### config.mk
export PLATFORM = sky130hd
export DESIGN_NAME = cpu_alu_with_flags
export DESIGN_NICKNAME = d
export VERILOG_FILES = /design/src/rtl/calu_pkg.sv /design/src/rtl/calu_core.sv /design/src/rtl/cpu_alu_with_flags.sv
export SDC_FILE = /design/constraint.sdc
export NUM_CORES = 1
export LEC_CHECK = 0
export BUFFER_PORTS_ARGS = -buffer_cell sky130_fd_sc_hd__clkbuf_2
export CORE_AREA = 4 4 103 129
export DETAILED_ROUTE_END_ITERATION = 10
export DIE_AREA = 0 0 107 133
export PLACE_DENSITY = 0.79
export SLEW_MARGIN = 10
export SYNTH_ARGS = -nofsm -noshare
export SYNTH_HDL_FRONTEND = slang
export SYNTH_SLANG_ARGS = --single-unit
### constraint.sdc
create_clock -name clk_i -period 3.35 [get_ports clk_i]
set_input_delay 0.1675 -clock clk_i [delete_from_list [all_inputs] [get_ports clk_i]]
set_output_delay 0.1675 -clock clk_i [all_outputs]
set_load 0.005 [all_outputs]
### src/rtl/calu_pkg.sv
// ----------------------------------------------------------------------------
// calu_pkg: shared types and constants for the 8-bit CPU ALU
// Operation codes, flag bit positions and bus widths.
// ----------------------------------------------------------------------------
package calu_pkg;

  localparam int unsigned OpW    = 5;
  localparam int unsigned WordW  = 16;
  localparam int unsigned ByteW  = 8;
  localparam int unsigned IdxW   = 3;
  localparam int unsigned FlagW  = 4;

  // Stream payload widths, padded to whole bytes
  localparam int unsigned InPackW  = OpW + 2 * WordW + IdxW + FlagW;
  localparam int unsigned InDataW  = ((InPackW + 7) / 8) * 8;
  localparam int unsigned OutPackW = WordW + FlagW;
  localparam int unsigned OutDataW = ((OutPackW + 7) / 8) * 8;

  // Flag bit positions
  localparam int unsigned FlagZ = 3;
  localparam int unsigned FlagN = 2;
  localparam int unsigned FlagH = 1;
  localparam int unsigned FlagC = 0;

  typedef enum logic [OpW-1:0] {
    OP_ADD16S8 = 5'd0,
    OP_ADD16   = 5'd1,
    OP_ADD     = 5'd2,
    OP_ADC     = 5'd3,
    OP_SUB     = 5'd4,
    OP_SBC     = 5'd5,
    OP_AND     = 5'd6,
    OP_XOR     = 5'd7,
    OP_OR      = 5'd8,
    OP_CP      = 5'd9,
    OP_INC     = 5'd10,
    OP_DEC     = 5'd11,
    OP_DAA     = 5'd12,
    OP_CPL     = 5'd13,
    OP_SCF     = 5'd14,
    OP_CCF     = 5'd15,
    OP_BIT     = 5'd16,
    OP_RES     = 5'd17,
    OP_SET     = 5'd18,
    OP_RLC     = 5'd19,
    OP_RRC     = 5'd20,
    OP_RL      = 5'd21,
    OP_RR      = 5'd22,
    OP_SLA     = 5'd23,
    OP_SRA     = 5'd24,
    OP_SWAP    = 5'd25,
    OP_SRL     = 5'd26
  } alu_op_e;

  // One operation as held in the input register
  typedef struct packed {
    alu_op_e               op;
    logic [WordW-1:0]      operand_a;
    logic [WordW-1:0]      operand_b;
    logic [IdxW-1:0]       bit_index;
    logic [FlagW-1:0]      flags_in;
  } alu_req_t;

  // One result as held in the output register
  typedef struct packed {
    logic [WordW-1:0]      result;
    logic [FlagW-1:0]      flags_out;
  } alu_rsp_t;

endpackage

### src/rtl/calu_core.sv
// ----------------------------------------------------------------------------
// calu_core: combinational ALU datapath
// Computes result and Z/N/H/C for one operation.
// ----------------------------------------------------------------------------
module calu_core (
  input  calu_pkg::alu_req_t req_i,
  output calu_pkg::alu_rsp_t rsp_o
);
  import calu_pkg::*;

  logic [ByteW-1:0]  a8;
  logic [ByteW-1:0]  b8;
  logic              cin;
  logic [ByteW:0]    sum9;
  logic [ByteW:0]    dif9;
  logic [ByteW:0]    lo9;
  logic [WordW:0]    sum17;
  logic [WordW-1:0]  adds8;
  logic [ByteW-1:0]  mask8;
  logic [ByteW-1:0]  daa_x;
  logic [ByteW-1:0]  r8;
  logic [WordW-1:0]  res;
  logic              fz, fn, fh, fc;
  logic              setz;
  logic              use8;

  assign a8    = req_i.operand_a[ByteW-1:0];
  assign b8    = req_i.operand_b[ByteW-1:0];
  assign cin   = req_i.flags_in[FlagC];
  assign mask8 = ByteW'(1) << req_i.bit_index;
  assign lo9   = {1'b0, a8} + {1'b0, b8};
  assign sum17 = {1'b0, req_i.operand_a} + {1'b0, req_i.operand_b};
  assign adds8 = req_i.operand_a + {{(WordW-ByteW){b8[ByteW-1]}}, b8};
  assign sum9  = {1'b0, a8} + {1'b0, b8}
               + {{ByteW{1'b0}}, cin & (req_i.op == OP_ADC)};
  assign dif9  = {1'b0, a8} - {1'b0, b8}
               - {{ByteW{1'b0}}, cin & (req_i.op == OP_SBC)};

  // DAA correction value
  always_comb begin
    daa_x = '0;
    if (req_i.flags_in[FlagH]) daa_x = daa_x | 8'h06;
    if (req_i.flags_in[FlagC]) daa_x = daa_x | 8'h60;
    if (!req_i.flags_in[FlagN]) begin
      if (a8[3:0] > 4'h9) daa_x = daa_x | 8'h06;
      if (a8 > 8'h99)     daa_x = daa_x | 8'h60;
    end
  end

  always_comb begin
    fz   = req_i.flags_in[FlagZ];
    fn   = req_i.flags_in[FlagN];
    fh   = req_i.flags_in[FlagH];
    fc   = req_i.flags_in[FlagC];
    r8   = a8;
    res  = req_i.operand_a;
    use8 = 1'b0;
    setz = 1'b0;
    unique case (req_i.op)
      OP_ADD16S8: begin
        res = adds8;
        fz  = 1'b0;
        fn  = 1'b0;
        fh  = (a8[4] ^ b8[4] ^ lo9[4]);
        fc  = lo9[ByteW];
      end
      OP_ADD16: begin
        res = sum17[WordW-1:0];
        fn  = 1'b0;
        fh  = req_i.operand_a[12] ^ req_i.operand_b[12] ^ sum17[12];
        fc  = sum17[WordW];
      end
      OP_ADD, OP_ADC: begin
        r8   = sum9[ByteW-1:0];
        use8 = 1'b1;
        fn   = 1'b0;
        fh   = a8[4] ^ b8[4] ^ sum9[4];
        fc   = sum9[ByteW];
        setz = 1'b1;
      end
      OP_SUB, OP_SBC, OP_CP: begin
        r8   = dif9[ByteW-1:0];
        use8 = (req_i.op != OP_CP);  // compare keeps operand_a
        fn   = 1'b1;
        fh   = a8[4] ^ b8[4] ^ dif9[4];
        fc   = dif9[ByteW];
        fz   = (dif9[ByteW-1:0] == '0);
      end
      OP_AND, OP_XOR, OP_OR: begin
        r8   = (req_i.op == OP_AND) ? (a8 & b8) :
               (req_i.op == OP_XOR) ? (a8 ^ b8) : (a8 | b8);
        use8 = 1'b1;
        fn   = 1'b0;
        fh   = (req_i.op == OP_AND);
        fc   = 1'b0;
        setz = 1'b1;
      end
      OP_INC: begin
        r8   = a8 + 8'd1;
        use8 = 1'b1;
        fn   = 1'b0;
        fh   = (a8[3:0] == 4'hF);
        setz = 1'b1;
      end
      OP_DEC: begin
        r8   = a8 - 8'd1;
        use8 = 1'b1;
        fn   = 1'b1;
        fh   = (a8[3:0] == 4'h0);
        setz = 1'b1;
      end
      OP_DAA: begin
        r8   = req_i.flags_in[FlagN] ? (a8 - daa_x) : (a8 + daa_x);
        use8 = 1'b1;
        fh   = 1'b0;
        fc   = (daa_x[6:5] != 2'b00);
        setz = 1'b1;
      end
      OP_CPL: begin
        r8   = ~a8;
        use8 = 1'b1;
        fn   = 1'b1;
        fh   = 1'b1;
      end
      OP_SCF: begin
        fn = 1'b0;
        fh = 1'b0;
        fc = 1'b1;
      end
      OP_CCF: begin
        fn = 1'b0;
        fh = 1'b0;
        fc = ~cin;
      end
      OP_BIT: begin
        fz = ((a8 & mask8) == '0);
        fn = 1'b0;
        fh = 1'b1;
      end
      OP_RES: begin
        r8   = a8 & ~mask8;
        use8 = 1'b1;
      end
      OP_SET: begin
        r8   = a8 | mask8;
        use8 = 1'b1;
      end
      OP_RLC, OP_RRC, OP_RL, OP_RR, OP_SLA, OP_SRA, OP_SWAP, OP_SRL: begin
        case (req_i.op)
          OP_RLC:  begin r8 = {a8[6:0], a8[7]};   fc = a8[7]; end
          OP_RRC:  begin r8 = {a8[0], a8[7:1]};   fc = a8[0]; end
          OP_RL:   begin r8 = {a8[6:0], cin};     fc = a8[7]; end
          OP_RR:   begin r8 = {cin, a8[7:1]};     fc = a8[0]; end
          OP_SLA:  begin r8 = {a8[6:0], 1'b0};    fc = a8[7]; end
          OP_SRA:  begin r8 = {a8[7], a8[7:1]};   fc = a8[0]; end
          OP_SWAP: begin r8 = {a8[3:0], a8[7:4]}; fc = 1'b0;  end
          default: begin r8 = {1'b0, a8[7:1]};    fc = a8[0]; end
        endcase
        use8 = 1'b1;
        fn   = 1'b0;
        fh   = 1'b0;
        setz = 1'b1;
      end
      default: begin
        // undefined codes: operand_a and flags pass through
        res = req_i.operand_a;
      end
    endcase
    if (use8) res = {{(WordW-ByteW){1'b0}}, r8};
    if (setz) fz = (r8 == '0);
  end

  always_comb begin
    rsp_o.result    = res;
    rsp_o.flags_out = '0;
    rsp_o.flags_out[FlagZ] = fz;
    rsp_o.flags_out[FlagN] = fn;
    rsp_o.flags_out[FlagH] = fh;
    rsp_o.flags_out[FlagC] = fc;
  end

endmodule

### src/rtl/cpu_alu_with_flags.sv
// ----------------------------------------------------------------------------
// cpu_alu_with_flags: 8-bit CPU ALU with Z/N/H/C flags, stream wrapper
// Input register, single-pass ALU logic, result register.
// ----------------------------------------------------------------------------
// One operation in, one result out. Throughput is one beat per clock while the
// master side accepts results. An accepted beat goes through one input
// register, the ALU logic and one result register to the master side. The
// input side keeps taking beats while a result waits, as long as the result
// register frees up or the input register is empty. Operations: 16-bit add of
// a signed byte, 16-bit add, 8-bit add/adc/sub/sbc/and/xor/or/cp, inc, dec,
// daa, cpl, scf, ccf, bit/res/set and the prefixed rotates and shifts.
// Flags an operation does not touch pass through from flags_in; codes 27..31
// return operand_a with the flags unchanged.
module cpu_alu_with_flags (
  input  logic                             clk_i,
  input  logic                             rst_ni,
  input  logic                             s_axis_tvalid,
  output logic                             s_axis_tready,
  // [4:0] op, [20:5] operand_a, [36:21] operand_b, [39:37] bit_index,
  // [43:40] flags_in, [47:44] zero
  input  logic [calu_pkg::InDataW-1:0]     s_axis_tdata,
  output logic                             m_axis_tvalid,
  input  logic                             m_axis_tready,
  // [15:0] result, [19:16] flags_out, [23:20] zero
  output logic [calu_pkg::OutDataW-1:0]    m_axis_tdata
);
  import calu_pkg::*;

  logic     in_vld_q, in_vld_d;
  alu_req_t in_req_q, in_req_d;
  logic     out_vld_q, out_vld_d;
  alu_rsp_t out_rsp_q, out_rsp_d;
  alu_rsp_t core_rsp;
  logic     out_free;   // result register can load this cycle
  logic     in_take;    // input beat accepted

  assign out_free      = !out_vld_q || m_axis_tready;
  assign s_axis_tready = !in_vld_q || out_free;
  assign in_take       = s_axis_tvalid && s_axis_tready;

  // Unpack the input beat, lowest field first
  always_comb begin
    in_req_d = in_req_q;
    if (in_take) begin
      in_req_d.op        = alu_op_e'(s_axis_tdata[OpW-1:0]);
      in_req_d.operand_a = s_axis_tdata[OpW +: WordW];
      in_req_d.operand_b = s_axis_tdata[OpW+WordW +: WordW];
      in_req_d.bit_index = s_axis_tdata[OpW+2*WordW +: IdxW];
      in_req_d.flags_in  = s_axis_tdata[OpW+2*WordW+IdxW +: FlagW];
    end
  end

  // Input stage empties when its beat moves into the result register
  assign in_vld_d = in_take ? 1'b1 : (in_vld_q && !out_free);

  calu_core u_core (
    .req_i (in_req_q),
    .rsp_o (core_rsp)
  );

  always_comb begin
    out_vld_d = out_vld_q;
    out_rsp_d = out_rsp_q;
    if (out_free) begin
      out_vld_d = in_vld_q;
      if (in_vld_q) out_rsp_d = core_rsp;
    end
  end

  always_ff @(posedge clk_i or negedge rst_ni) begin
    if (!rst_ni) begin
      in_vld_q  <= 1'b0;
      out_vld_q <= 1'b0;
    end else begin
      in_vld_q  <= in_vld_d;
      out_vld_q <= out_vld_d;
    end
  end

  always_ff @(posedge clk_i) begin
    in_req_q  <= in_req_d;
    out_rsp_q <= out_rsp_d;
  end

  assign m_axis_tvalid = out_vld_q;
  assign m_axis_tdata  = {{(OutDataW-OutPackW){1'b0}},
                          out_rsp_q.flags_out, out_rsp_q.result};

  // An empty input register is always ready to take a beat
  a_ready_when_empty: assert property (@(posedge clk_i) disable iff (!rst_ni)
    !in_vld_q |-> s_axis_tready)
    else $error("input stage empty but not ready");

  // A full input register blocked by a stalled result keeps its beat
  a_hold_when_blocked: assert property (@(posedge clk_i) disable iff (!rst_ni)
    (in_vld_q && out_vld_q && !m_axis_tready) |=> in_vld_q)
    else $error("input beat lost while result stalled");

  // A beat leaving the input register lands in the result register
  a_move_to_out: assert property (@(posedge clk_i) disable iff (!rst_ni)
    (in_vld_q && out_free) |=> out_vld_q)
    else $error("beat dropped between stages");

  // An accepted input beat always occupies the input register next cycle
  a_take_fills: assert property (@(posedge clk_i) disable iff (!rst_ni)
    in_take |=> in_vld_q)
    else $error("accepted beat not held");

endmodule
==> metrics, run 1 <==
Skew-Pair Late Insertion Delay=0.34 ns; initial antenna violation count=0; Worst Hold Class=input port to flip-flop; final period demand of the worst path=3.47 ns; largest area contributor in the netlist=edfxtp_1; Util after Layout=0.676; CTS max path bufs=2; Std-Cell Rows=45; Cell Area, Synth=0.00642 mm^2; Area Growth Syn to Fin=26.8%; Slew @ Worst Pin=1.28 ns; Main synth FF type=edfxtp_1; vias in the first global route=6,718; first-pass GRT wire length=36,800 um; Core Area=0.0120 mm^2; CTS tree=done; CP delay by family, top=compound AO/OA/AOI/OAI gates; hpwl dp=17,600 um; n_diodes=0; starting density of the core=0.533; layout cells sized above 1=0.277; violated checks=setup timing; DIE HEIGHT=133 um; number of enable flip-flop cells after synthesis=64; Global Route Usage Sum=0.335; synthesized instance count=729; Sink Count=66; I/O Buffers=69; Final Net Count=984; Distinct cells, synth=79; gpl congestion=1.06; most frequent cells in the layout=buf_4 (94), clkbuf_2 (69), edfxtp_1 (64), ha_1 (54), nor2_1 (50); Setup violations, final=3; synthesized flop and latch total=66; syn_area_per_cell=8.81 um^2; CP startpoint kind=flip-flop; status=finished, violations left; GR Overflow Total=0; Critical-path top delay cell=fa_2; CP cell instances=or2b_1 > nor2_2 > nand3_2 > fa_2 > inv_2 > ha_4 > o21ai_4 > a311oi_2 > buf_4 > a21boi_2 > xnor2_2 > a211oi_2 > a32oi_2 > o41ai_2; Worst Setup End Kind=flip-flop; CTS clk-pin slew, worst paths=0.06 ns; Slew HR=0.144; Pwr per Cell Area=393 mW/mm^2; VDD IR max=263 uV; critical path's largest stage delay=0.63 ns; Data arrival, critical path=3.61 ns; RSZ-0062 raised after global routing=yes; Seq/Total Area, Yosys=0.307; Num CTS Buffers=9; die area=0.0142 mm^2; fin crit share=1.04; DIE WIDTH=107 um; TritonRoute pass-1 iters=6; final hold violations=0; Buf/Inv on CP=2; initial drt markers=826; max_cap viols=0; Hold Worst Slack=0.00260 ns; Layout Skew=0.00822 ns; WP data required=3.49 ns; Clock Tree Root=clkbuf_16; CP Class=flip-flop to flip-flop; leading cell type in the layout, fill and taps excluded=buf_4; P_leak=0.00335 uW; vias per cell=6.61; total number of vias=6,883; top cell type's share of synthesized area=0.299; max-slew violation count=0; Routed Antenna Nets=0; async set or reset register ratio after synthesis=0.0303; drt drc=0; min setup slack post-route=-0.120 ns; Routed Wire Length=23,900 um; largest fanout on the critical path=4; yosys warns=0; Peak Freq=0.288 GHz; H-tree Lvls=3; most area-consuming cells after synthesis=edfxtp_1 (30%), ha_1 (11%), a21oi_1 (3.7%); largest net degree at the start of global routing=45; Avg WL per Cell=23.0 um; Ports=78
-- worst register-to-register path, stage by stage, from the launching register on --
cell and delay, ns:
edfxtp_1 0.40, or2b_1 0.28, nor2_2 0.13, nand3_2 0.12, fa_2 0.63, inv_2 0.06
ha_4 0.16, o21ai_4 0.16, a311oi_2 0.10, buf_4 0.17, a21boi_2 0.17, xnor2_2 0.11
a211oi_2 0.22, a32oi_2 0.16, o41ai_2 0.40
-- power by group --
part           switching (uW)  internal, uW
logic                     685           514
registers                41.8           993
clock network             391           575
total                    1120          2080
-- registers in the layout, summed over array words and instances (netlist names) --
| signal | count |
|---|---|
| in_vld_q | 1 |
| in_req_q | 44 |
| m_axis_tvalid | 1 |
| m_axis_tdata | 20 |
-- timing repair --
action,in CTS,in global routing
hold endpoints to repair,10,2
setup endpoints to repair,3,10
resized for setup,11,34
pin swaps,11,22
buffers inserted,7,5
hold buffers,9,2
-- area by class of cell --
| cell class | instances | area [um^2] |
|---|---|---|
| tap | 164 | 205 |
| sequential | 66 | 1970 |
| clock inverter | 7 | 67.6 |
| clock buffer | 9 | 225 |
| timing repair buffer | 176 | 1190 |
| inverter | 37 | 139 |
| fill | 993 | 3910 |
| multi-input combinational | 582 | 4340 |
-- metal layers --
metal / global-route usage / share of wire
met5: 0 / 0
met4: 0.175 / 0.060
met3: 0.0595 / 0.091
met2: 0.541 / 0.47
met1: 0.425 / 0.38
-- through the flow --
| stage | worst slack, ns | instance area, um^2 | setup TNS (ns) | std cells | total power (uW) |
|---|---|---|---|---|---|
| 6_report | -0.120 | 8140 | -0.151 | 1041 | 3200 |
| 4_1_cts | -0.121 | 7950 | -0.138 | 1035 | 3110 |
| 2_1_floorplan | 0.000445 | 6490 | 0 | 732 | 1700 |
| 5_1_grt | -0.210 | 8140 | -0.632 | 1041 | 3330 |
| 3_5_place_dp | -0.149 | 7450 | -0.177 | 1003 | 2090 |
| 3_3_place_gp | -0.0421 | 7450 | -0.0460 | 1003 | 2060 |
-- synth_stat cells (all sizes together) (9+ instances only) --
master and count:
edfxtp 64, ha 56, nor2 53, a21oi 48, o21ai 47, nand2 40
inv 37, clkbuf 29, nor3 23, xnor2 19, buf 18, a211oi 15
nor2b 14, o211ai 13, nand3 12, o21a 12, or2 12, a22oi 11
and2 11, nand2b 11, nand4 10, o22ai 10, a31oi 9, xor2 9
-- path summary, 6_finish.rpt --
kind                            startpoint          endpoint  slack, ns  cells past startpoint
hold reg to reg                   in_vld_q     m_axis_tvalid       0.50                      1
setup / recovery              in_req_q[41]  m_axis_tdata[19]      -0.12                     14
setup reg to reg              in_req_q[41]  m_axis_tdata[19]      -0.12                     14
hold / removal             s_axis_tdata[0]      in_req_q[39]      0.003                      1
max in group asynchronous           rst_ni          in_vld_q       3.10                      2
min in group asynchronous           rst_ni     m_axis_tvalid       0.15                      2
-- cells by family (layout without fill, tap and decap cells) --
group                      after synthesis  after routing  synth area share
other                                    1              4          0.000584
xor gates and xnor gates                29             29            0.0417
adders and majority gates               60             60             0.122
muxes                                    6              6           0.00935
AOI/OAI and AO/OA                      244            244             0.261
DFF                                     66             66             0.307
and+or+nand+nor                        239            239             0.203
buffers and inverters                   84            229            0.0563
(Power assumes the default switching activity.)
==> run 2: changes to the inputs <==
--- a/config.mk
+++ b/config.mk
@@ -5,11 +5,12 @@
 export SDC_FILE = /design/constraint.sdc
 export NUM_CORES = 1
 export LEC_CHECK = 0
+export ABC_AREA = 1
 export BUFFER_PORTS_ARGS = -buffer_cell sky130_fd_sc_hd__clkbuf_2
-export CORE_AREA = 4 4 103 129
+export CORE_AREA = 4 4 104 131
 export DETAILED_ROUTE_END_ITERATION = 10
-export DIE_AREA = 0 0 107 133
-export PLACE_DENSITY = 0.79
+export DIE_AREA = 0 0 108 135
+export PLACE_DENSITY = 0.8
 export SLEW_MARGIN = 10
 export SYNTH_ARGS = -nofsm -noshare
 export SYNTH_HDL_FRONTEND = slang
==> metrics, run 2 <==
Routed Antenna Nets=0 (unchanged); worst setup path endpoint=m_axis_tdata[19]; top cell type's share of synthesized area=0.287 (-0.0118); reg2reg setup slack=0.13 ns (+0.25 ns); Core Area=0.0125 mm^2 (+3.7%); CTS tree=done; P_leak=0.00404 uW (+21%); fin crit share=0.961 (-0.0747); Critical-path top delay cell=ha_2; CTS max path bufs=2 (unchanged); Setup violations, final=0 (-3); vias per cell=5.78 (-13%); Area Growth Syn to Fin=20.2%; leading cell type in the layout, fill and taps excluded=nand2_1; largest area contributor in the netlist=edfxtp_1; register name with the most flops=in_req_q; final hold violations=0 (unchanged); max-slew violation count=0 (unchanged); largest net degree at the start of global routing=45 (unchanged); hpwl dp=17,800 um (+1.2%); largest fanout on the critical path=7 (+3); CP delay by family, top=simple AND/OR/NAND/NOR gates; R2R Path End=m_axis_tdata[19]; Worst Reg2Reg Path Length in Cells=25 (+11); WP data required=3.57 ns (+0.08 ns); DIE HEIGHT=135 um (+1.5%); max reg flops=44 (unchanged); synthesized instance count=974 (+34%); Pwr per Cell Area=381 mW/mm^2 (-3.0%); die area=0.0146 mm^2 (+2.5%); CP Class=flip-flop to flip-flop; Std-Cell Rows=46 (+2.2%); gpl congestion=1.06 (-0.38%); Placed Cells=1,237 (+23%); status=complete, no violations; Layout Skew=0.0139 ns (+0.00566 ns); Skew-Pair Late Insertion Delay=0.35 ns (about the same); pre-CTS WS=0.0460 ns (+0.195 ns); Most common cell on crit path=nand2_1; first-pass GRT wire length=36,700 um (-0.28%); DIE WIDTH=108 um (+0.93%); Cell Area, Synth=0.00669 mm^2 (+4.1%); Slew @ Worst Pin=1.07 ns (-0.213 ns); Layout Cells excl Fill=1,273 (+22%); synthesized flop and latch total=66 (unchanged); CP startpoint=in_req_q[24]; Sink Count=66 (unchanged); yosys warns=0 (unchanged); critical path's largest stage delay=0.42 ns (-0.21 ns); most frequent cells in the layout=nand2_1 (255), nand3_1 (125), inv_1 (115), nor2_1 (86), clkbuf_2 (69); Clock Tree Root=clkbuf_16; syn_area_per_cell=6.86 um^2 (-22%); Main synth FF type=edfxtp_1; layout cells sized above 1=0.172 (-0.105); Seq/Total Area, Yosys=0.295 (-0.0121); final period demand of the worst path=3.22 ns (-0.250 ns); drt drc=0 (unchanged); initial antenna violation count=0 (unchanged); Data arrival, critical path=3.44 ns (-0.17 ns); critical path depth in cells=25 (+11); CTS clk-pin slew, worst paths=0.07 ns (about the same); TritonRoute pass-1 iters=6 (unchanged); max_cap viols=0 (unchanged); n_diodes=0 (unchanged); Routed Wire Length=23,100 um (-3.2%); Ports=78 (unchanged); Worst Setup End Kind=flip-flop; Slew HR=0.287 (+0.144); number of enable flip-flop cells after synthesis=64 (unchanged); starting density of the core=0.535 (+0.00235); vias in the first global route=7,233 (+7.7%); Avg WL per Cell=18.2 um (-21%); Final Net Count=1,212 (+23%); Buf/Inv on CP=6 (+4); most area-consuming cells after synthesis=edfxtp_1 (29%), nand2_1 (14%), ha_1 (10%); RSZ-0062 raised after global routing=yes; H-tree Lvls=3 (unchanged); Worst Hold Class=input port to flip-flop; GR Overflow Total=0 (unchanged); VDD IR max=329 uV (+25%); Synth top cells by count=nand2_1 (257), nand3_1 (128), inv_1 (119); initial drt markers=666 (-19%); Distinct cells, synth=47 (-41%); most common cell in the netlist=nand2_1; I/O Buffers=69 (unchanged); total number of vias=7,358 (+6.9%); min setup slack post-route=0.130 ns (+0.250 ns); CP startpoint kind=flip-flop; Crit Reg-Reg Startpoint=in_req_q[24]; Num CTS Buffers=9 (unchanged); async set or reset register ratio after synthesis=0.0303 (unchanged); Global Route Usage Sum=0.328 (-0.00684); Peak Freq=0.311 GHz (+7.8%)
run 2: logic make-up (layout without fill, tap and decap cells):
kind of cell             Yosys count  count (layout)  share of synthesized area
XOR/XNOR                           9               9                     0.0118
buffers and inverters            151             279                     0.0904
other                              1               4                   0.000561
flip-flops                        66              66                      0.295
AND/OR/NAND/NOR                  551             551                      0.370
adder cells (fa/ha/maj)           60              60                      0.117
AO/OA/AOI/OAI                    136             136                      0.116
run 2: worst min path at each step:
stage	start	end	slack [ns]	cells after the start
finish	s_axis_tdata[0]	in_req_q[39]	0.002	1
global route	s_axis_tdata[40]	in_req_q[0]	0.003	1
CTS	s_axis_tdata[0]	in_req_q[39]	0.0002	1
detailed placement	rst_ni	in_vld_q	-0.04	1
global placement	rst_ni	in_vld_q	-0.05	1
floorplan	rst_ni	in_vld_q	-0.13	0
run 2: repair_timing:
action	4_1_cts	5_1_grt
gates resized for setup	0	21
hold buffers	15	0
endpoints found under the hold margin	16	0
setup buffers	0	5
endpoints found under the setup margin	0	6
run 2: layout make-up:
type | count | area [um^2]
flip-flops and latches | 66 | 1970
well taps | 168 | 210
repair buffers | 134 | 871
inverters | 129 | 484
multi-input cells | 760 | 4190
fillers | 1169 | 4460
clock buffers | 9 | 225
clock inverters | 7 | 78.8
run 2: stage by stage:
stage | instance area (um^2) | util | hold WS, ns | power, uW | setup TNS [ns]
final | 8030 | 0.643 | 0.00223 | 3060 | 0
after global routing | 8030 | 0.643 | 0.00317 | 3220 | -0.122
after CTS | 7930 | 0.635 | 0.000211 | 3020 | 0
after detailed placement | 7470 | 0.598 | -0.0409 | 2030 | 0
after global placement | 7470 | 0.598 | -0.0464 | 2010 | 0
after floorplan | 6700 | - | -0.128 | 1700 | 0
run 2: where the power goes:
group          internal [uW]  switching, uW  total [uW]
Sequential              1000           40.3        1040
Combinational            362            678        1040
Clock                    583            397         979
run 2: per-layer routing:
layer / track usage / part of all wire / up-vias
met5: 0 / 0 / -
met4: 0.204 / 0.069 / 0
met3: 0.0426 / 0.066 / 114
met2: 0.564 / 0.49 / 358
met1: 0.383 / 0.38 / 3349
li1: - / - / 3537
